**src/design/is_pkg.sv**
```systemverilog
// Shared constants and types of the insertion sorter.
package is_pkg;

    localparam int MAX_ELEMENTS = 16;
    localparam int VALUE_W      = 32;
    localparam int CNT_W        = $clog2(MAX_ELEMENTS + 1);
    localparam int QUEUE_DEPTH  = 4;
    localparam int QPTR_W       = $clog2(QUEUE_DEPTH);
    localparam int QCNT_W       = $clog2(QUEUE_DEPTH + 1);

    typedef logic signed [VALUE_W-1:0] t_value;

    typedef struct packed {
        t_value value;
        logic   last;
    } t_item;

endpackage

```
**src/design/insertion_sorter.sv**
```systemverilog
// Top level of the streaming insertion sorter.
//
//  channel   | direction | tdata             | tlast       | tuser
//  ----------+-----------+-------------------+-------------+---------
//  s_axis    | in        | value[31:0]       | last        | -
//  m_axis    | out       | sorted_value[31:0]| end_of_set  | dropped
//
// A set streams in at one item per cycle while the front queue has room: the queue
// stores each item and the cell row inserts it from there while it is not draining.
// The last item starts a drain of the set (at most MAX_ELEMENTS items) through the output
// register; the row blocks the queue during the drain, which then takes up to QUEUE_DEPTH further items.
// Reset (i_rst_n low, synchronous) empties the queue, the row count, the overflow
// flag and the output register. A stall on m_axis holds the drain.
module insertion_sorter (
    input  logic                      i_clk,
    input  logic                      i_rst_n,
    input  logic                      s_axis_tvalid,
    output logic                      s_axis_tready,
    input  logic [is_pkg::VALUE_W-1:0] s_axis_tdata,   // [31:0] value
    input  logic                      s_axis_tlast,    // last
    output logic                      m_axis_tvalid,
    input  logic                      m_axis_tready,
    output logic [is_pkg::VALUE_W-1:0] m_axis_tdata,   // [31:0] sorted_value
    output logic                      m_axis_tlast,    // end_of_set
    output logic                      m_axis_tuser     // [0] dropped
);
    import is_pkg::*;

    t_item  in_item;
    t_item  q_item;
    logic   q_valid;
    logic   q_ready;
    t_value out_value;

    // Pack the input channel into one queue entry.
    assign in_item.value = t_value'(s_axis_tdata);
    assign in_item.last  = s_axis_tlast;

    is_queue u_queue (
        .i_clk        (i_clk),
        .i_rst_n      (i_rst_n),
        .i_push_valid (s_axis_tvalid),
        .o_push_ready (s_axis_tready),
        .i_push_item  (in_item),
        .o_pop_valid  (q_valid),
        .i_pop_ready  (q_ready),
        .o_pop_item   (q_item)
    );

    // Insert, then drain each set smallest first.
    is_insert_row u_row (
        .i_clk         (i_clk),
        .i_rst_n       (i_rst_n),
        .i_item_valid  (q_valid),
        .o_item_ready  (q_ready),
        .i_item        (q_item),
        .o_out_valid   (m_axis_tvalid),
        .i_out_ready   (m_axis_tready),
        .o_out_value   (out_value),
        .o_out_end     (m_axis_tlast),
        .o_out_dropped (m_axis_tuser)
    );

    assign m_axis_tdata = VALUE_W'(out_value);

endmodule

```
**src/design/is_queue.sv**
```systemverilog
// Front queue: accepts input items and holds them for the insertion row.
module is_queue (
    input  logic          i_clk,
    input  logic          i_rst_n,
    input  logic          i_push_valid,
    output logic          o_push_ready,
    input  is_pkg::t_item i_push_item,
    output logic          o_pop_valid,
    input  logic          i_pop_ready,
    output is_pkg::t_item o_pop_item
);
    import is_pkg::*;

    t_item             r_mem [QUEUE_DEPTH];
    logic [QPTR_W-1:0] r_wr_ptr;
    logic [QPTR_W-1:0] r_rd_ptr;
    logic [QCNT_W-1:0] r_fill;
    logic [QPTR_W-1:0] n_wr_ptr;
    logic [QPTR_W-1:0] n_rd_ptr;
    logic [QCNT_W-1:0] n_fill;
    logic              push;
    logic              pop;

    assign o_push_ready = (r_fill != QCNT_W'(QUEUE_DEPTH));
    assign o_pop_valid  = (r_fill != '0);
    assign o_pop_item   = r_mem[r_rd_ptr];
    assign push         = i_push_valid && o_push_ready;
    assign pop          = o_pop_valid && i_pop_ready;

    always_comb begin
        n_wr_ptr = push ? QPTR_W'((QCNT_W'(r_wr_ptr) + 1'b1) % QUEUE_DEPTH) : r_wr_ptr;
        n_rd_ptr = pop  ? QPTR_W'((QCNT_W'(r_rd_ptr) + 1'b1) % QUEUE_DEPTH) : r_rd_ptr;
        n_fill   = r_fill;
        if (push && !pop) begin
            n_fill = r_fill + 1'b1;
        end else if (pop && !push) begin
            n_fill = r_fill - 1'b1;
        end
    end

    always_ff @(posedge i_clk) begin
        if (push) begin
            r_mem[r_wr_ptr] <= i_push_item;
        end
        if (!i_rst_n) begin
            r_wr_ptr <= '0;
            r_rd_ptr <= '0;
            r_fill   <= '0;
        end else begin
            r_wr_ptr <= n_wr_ptr;
            r_rd_ptr <= n_rd_ptr;
            r_fill   <= n_fill;
        end
    end

endmodule

```
**src/design/is_insert_row.sv**
```systemverilog
// Back end: row of compare-and-shift cells, drain sequencer and output register.
module is_insert_row (
    input  logic          i_clk,
    input  logic          i_rst_n,
    input  logic          i_item_valid,
    output logic          o_item_ready,
    input  is_pkg::t_item i_item,
    output logic          o_out_valid,
    input  logic          i_out_ready,
    output is_pkg::t_value o_out_value,
    output logic          o_out_end,
    output logic          o_out_dropped
);
    import is_pkg::*;

    typedef enum logic {
        ST_FILL,
        ST_DRAIN
    } t_state;

    t_state           r_state;
    t_state           n_state;
    t_value           r_store [MAX_ELEMENTS];
    t_value           n_store [MAX_ELEMENTS];
    logic [CNT_W-1:0] r_count;
    logic [CNT_W-1:0] n_count;
    logic             r_ovf;
    logic             n_ovf;
    logic             r_out_valid;
    logic             n_out_valid;
    t_value           r_out_value;
    t_value           n_out_value;
    logic             r_out_end;
    logic             n_out_end;
    logic             r_out_dropped;
    logic             n_out_dropped;
    logic [MAX_ELEMENTS-1:0] gt;
    logic             pop;
    logic             room;
    logic             load;

    assign o_item_ready  = (r_state == ST_FILL);
    assign pop           = o_item_ready && i_item_valid;
    assign room          = (r_count < CNT_W'(MAX_ELEMENTS));
    assign load          = (r_state == ST_DRAIN) && (!r_out_valid || i_out_ready);
    assign o_out_valid   = r_out_valid;
    assign o_out_value   = r_out_value;
    assign o_out_end     = r_out_end;
    assign o_out_dropped = r_out_dropped;

    // Each cell flags an occupied entry greater than the incoming value.
    always_comb begin
        for (int i = 0; i < MAX_ELEMENTS; i++) begin
            gt[i] = (r_count > CNT_W'(i)) && (r_store[i] > i_item.value);
        end
    end

    always_comb begin
        n_state       = r_state;
        n_store       = r_store;
        n_count       = r_count;
        n_ovf         = r_ovf;
        n_out_valid   = r_out_valid && !i_out_ready;
        n_out_value   = r_out_value;
        n_out_end     = r_out_end;
        n_out_dropped = r_out_dropped;
        unique case (r_state)
            ST_FILL: begin
                if (pop) begin
                    if (room) begin
                        // Shift greater entries up one cell, drop the value into the gap.
                        for (int i = 0; i < MAX_ELEMENTS; i++) begin
                            if (gt[i] || (r_count == CNT_W'(i))) begin
                                if (i > 0 && gt[(i > 0) ? i - 1 : 0]) begin
                                    n_store[i] = r_store[(i > 0) ? i - 1 : 0];
                                end else begin
                                    n_store[i] = i_item.value;
                                end
                            end
                        end
                        n_count = r_count + 1'b1;
                    end else begin
                        n_ovf = 1'b1;
                    end
                    if (i_item.last) begin
                        n_state = ST_DRAIN;
                    end
                end
            end
            ST_DRAIN: begin
                if (load) begin
                    // Move the head into the output register and advance the row.
                    n_out_valid   = 1'b1;
                    n_out_value   = r_store[0];
                    n_out_end     = (r_count == CNT_W'(1));
                    n_out_dropped = r_ovf;
                    for (int i = 0; i < MAX_ELEMENTS - 1; i++) begin
                        n_store[i] = r_store[i + 1];
                    end
                    n_count = r_count - 1'b1;
                    if (r_count == CNT_W'(1)) begin
                        n_ovf   = 1'b0;
                        n_state = ST_FILL;
                    end
                end
            end
            default: begin
                n_state = ST_FILL;
            end
        endcase
    end

    always_ff @(posedge i_clk) begin
        r_store       <= n_store;
        r_out_value   <= n_out_value;
        r_out_end     <= n_out_end;
        r_out_dropped <= n_out_dropped;
        if (!i_rst_n) begin
            r_state     <= ST_FILL;
            r_count     <= '0;
            r_ovf       <= 1'b0;
            r_out_valid <= 1'b0;
        end else begin
            r_state     <= n_state;
            r_count     <= n_count;
            r_ovf       <= n_ovf;
            r_out_valid <= n_out_valid;
        end
    end

endmodule

```
**config.mk**
```make
export PLATFORM = sky130hd
export DESIGN_NAME = insertion_sorter
export DESIGN_NICKNAME = d
export VERILOG_FILES = /design/src/design/is_pkg.sv /design/src/design/insertion_sorter.sv /design/src/design/is_queue.sv /design/src/design/is_insert_row.sv
export SDC_FILE = /design/constraint.sdc
export NUM_CORES = 2
export LEC_CHECK = 0
export ABC_AREA = 1
export BUFFER_PORTS_ARGS = -buffer_cell sky130_fd_sc_hd__buf_2
export CAP_MARGIN = 20
export CORE_ASPECT_RATIO = 0.7
export CORE_UTILIZATION = 50
export CTS_BUF_LIST = sky130_fd_sc_hd__clkbuf_8 sky130_fd_sc_hd__clkbuf_16
export DETAILED_ROUTE_END_ITERATION = 16
export MAX_ROUTING_LAYER = met4
export PLACE_DENSITY = 0.68
export SETUP_SLACK_MARGIN = 0.4
export SYNTH_ARGS = -nofsm -noshare
export SYNTH_HDL_FRONTEND = slang
export SYNTH_HIERARCHICAL = 1
export SYNTH_SLANG_ARGS = --single-unit
```
**constraint.sdc**
```tcl
create_clock -name i_clk -period 6.6 [get_ports i_clk]
set_clock_uncertainty 0.2 [all_clocks]
set_input_delay 0.33 -clock i_clk [delete_from_list [all_inputs] [get_ports i_clk]]
set_output_delay 0.33 -clock i_clk [all_outputs]
set_load 0.03 [all_outputs]
```
==> flow_summary.yaml <==
status:
  status: "finished, final reports clean"
synth:
  yosysSeqAreaShare_pct: 43.0
  synth-seq-cells: 695
  syn_area_per_cell_um2: 8.22
  synth_nets: 6425
  ys_types: 48
  yosys_warnings: 6
  netlist_instances: 5865
  syn-cell-area_um2: 48200
  synth-main-ff-cell: "edfxtp_1"
  synth-edff-count: 678
  async_flop_share_pct: 0
route:
  vias_per_cell: 6.08
  finalWirelength_um: 157000
  antenna_left: 0
  wl_met3_um: 18900
  top_layer: "met4"
  met1_length_um: 67900
  drtPass1Iterations: 6
  drt_iter0_drc: 4886
  vias: 43400
  wl_per_cell_um: 21.9
  post-route-drc-count: 0
  routed-wl-met2_um: 66600
grt:
  overflow: 0
  antenna_found_initial: 2
  grt_max_degree: 225
  track_usage_pct: 32.3
  grt_pass1_wl_um: 238000
  first_global_vias: 40500
worst_setup_path:
  path_max_fanout: 66
  r2r-end: "u_row/r_store[104]"
  r2r_cells: 15
  arrival_ps: 5840
  crit_path_start_kind: "flip-flop"
  regToRegSetupSlack_ps: 870
  crit_path_end_kind: "flip-flop"
  worstSetupPathType: "flip-flop to flip-flop"
  required_ps: 6710
layout:
  fillers: 8589
  antennaDiodeCount: 0
  drive_gt1_share_pct: 6.94
  nets: 6399
  area_delta_synth_final_pct: 9.30
clock_tree:
  cts_tree: "yes"
  insertion_delay_ps: 680
  cts-htree-levels: 3
  numCtsBuffers: 71
  clockBufferDepth: 3
  cts_setup_buffers: 0
  postCtsHoldBufs: 38
  clk_pin_slew_ps: 60
  cts_sinks: 695
  cts_resized: 0
  cts-root-buf: "clkbuf_16"
sta:
  tightest_slew_ps: 1310
  relSlewSlack_pct: 12.5
  post-route-min-period_ps: 5730
  rsz0062_at_grt: "no"
  hold_violations: 0
  tns_ps: 0
  fin_crit_sh_pct: 86.9
  setup_viol: 0
  final-max-slew-violation-count: 0
  max_freq_mhz: 174
floorplan:
  die_h_um: 262
  dieWidth_um: 373
  core_um2: 94700
  rows: 94
  io_pins: 73
  dieArea_um2: 97700
  start_util_pct: 50.9
hold_path:
  worstHoldPathType: "input port to flip-flop"
  hp-start: "s_axis_tlast"
  min_path_cells: 2
  hold_end: "u_queue/r_mem[3][0]"
place:
  port_buffers: 72
  place_hpwl_um: 109000
  gp_congestion: 0.969
run:
  drv_cap: 0
flip-flops by register name, summed over array words and instances, names as in the netlist, named ones only:
register / cells
u_row/o_out_dropped: 1
u_queue/r_rd_ptr: 2
u_row/r_ovf: 1
u_queue/r_wr_ptr: 2
u_queue/r_fill: 3
u_row/r_store: 512
u_queue/r_mem: 132
u_row/r_state: 1
u_row/o_out_value: 32
u_row/o_out_valid: 1
u_row/o_out_end: 1
u_row/r_count: 5
cell type report:
class / count / area, um2 / share of cell area (%)
clock buffers: 73 / 1830 / 3.47
clock inverters: 54 / 502 / 0.952
inverters: 635 / 2380 / 4.52
multi-input cells: 4199 / 23800 / 45.3
flip-flops and latches: 695 / 20700 / 39.3
well taps: 1248 / 1560 / 2.96
repair buffers: 237 / 1850 / 3.52
stage by stage:
step | hold slack [ps] | area [um2] | utilization, % | instances | setup slack, ps
floorplan | 209 | 48200 | - | 5865 | 1260
global placement | 232 | 49800 | 52.6 | 6970 | 1210
detailed placement | 228 | 49900 | 52.7 | 6971 | 1120
CTS | 180 | 52600 | 55.5 | 7136 | 1100
global route | 207 | 52700 | 55.6 | 7141 | 610
finish | 226 | 52700 | 55.6 | 7141 | 866
worst max-delay path, stage by stage (launching register included):
cell     delay (ps)
dfxtp_2         330
buf_4           530
o21ai_0         220
o22ai_1         470
inv_1           120
buf_4           290
ha_1            490
nand2_1         100
nor2_1          180
nand4_1         180
nor4_2          620
nand2_1         180
nand3_2         530
nand3_2         210
a31oi_4         170
buf_4           410
worst max-delay path by stage:
stage,end,cells past startpoint,slack (ps),startpoint
5_1_grt,u_row/r_store[76],15,610,flip-flop
3_5_place_dp,u_row/r_store[314],16,1120,flip-flop
2_1_floorplan,u_row/r_store[160],17,1260,flip-flop
6_report,u_row/r_store[104],15,870,flip-flop
3_3_place_gp,u_row/r_store[315],16,1210,flip-flop
4_1_cts,u_row/r_store[107],15,1100,flip-flop
kinds of logic (layout without fill, tap and decap cells):
kind of cell | Yosys count | count (layout) | share of synthesized area (%)
adder cells (fa/ha/maj) | 523 | 523 | 13.6
AO/OA/AOI/OAI | 589 | 589 | 6.58
AND/OR/NAND/NOR | 3084 | 3084 | 28.6
XOR/XNOR | 3 | 3 | 0.0545
flip-flops | 695 | 695 | 43.0
buffers and inverters | 971 | 999 | 8.19
synthesized netlist by cell type (6+ instances only):
library cell | n | area (um2)
nand2_1 | 1798 | 6750
edfxtp_1 | 678 | 20400
inv_1 | 625 | 2350
nand3_1 | 535 | 2680
ha_1 | 522 | 6530
nand4_1 | 452 | 2830
a21oi_1 | 284 | 1420
nor2_1 | 214 | 803
clkbuf_1 | 174 | 653
o21ai_0 | 139 | 696
buf_2 | 98 | 490
o22ai_1 | 65 | 407
o21ai_1 | 39 | 195
buf_1 | 33 | 124
a31oi_1 | 21 | 131
nand3_2 | 20 | 200
o21a_1 | 20 | 150
nand2_2 | 18 | 113
dfxtp_1 | 17 | 340
buf_6 | 14 | 158
buf_4 | 13 | 97.6
o211ai_1 | 11 | 82.6
inv_2 | 9 | 33.8
nor4_2 | 9 | 113
nand3b_1 | 7 | 52.6
nor3_1 | 7 | 35.0
and3_1 | 6 | 37.5
nor4_1 | 6 | 37.5
layout by cell type (no fill, tap or decap), drive strengths merged:
master	synthesis	routed
a41oi	2	2
a21boi	1	1
nand3b	7	7
clkinv	1	42
fa	1	1
nand4	452	452
o21a	20	20
nand3	557	557
a211oi	1	1
nor2	218	218
o22ai	65	65
buf	160	199
clkbuf	176	73
dfxtp	17	17
nor4	15	15
edfxtp	678	678
nor4b	3	3
nor3b	2	2
a21oi	288	288
clkinvlp	0	2
dlygate4sd3	0	38
and3	6	6
ha	522	522
nand2	1816	1816
a31oi	21	21
o211ai	11	11
nor3	8	8
bufinv	0	7
o21bai	1	1
inv	634	638
a21o	1	1
xor2	3	3
o21ai	178	178
routing by layer:
layer | GRT usage (%) | up-vias
li1 | - | 20200
met1 | 44.8 | 20800
met2 | 46.0 | 2206
met3 | 9.69 | 242
met4 | 7.62 | 0
met5 | - | -
Power is not shown: default switching activity piles up to over one toggle a cycle in this logic, so the estimate is an artifact.
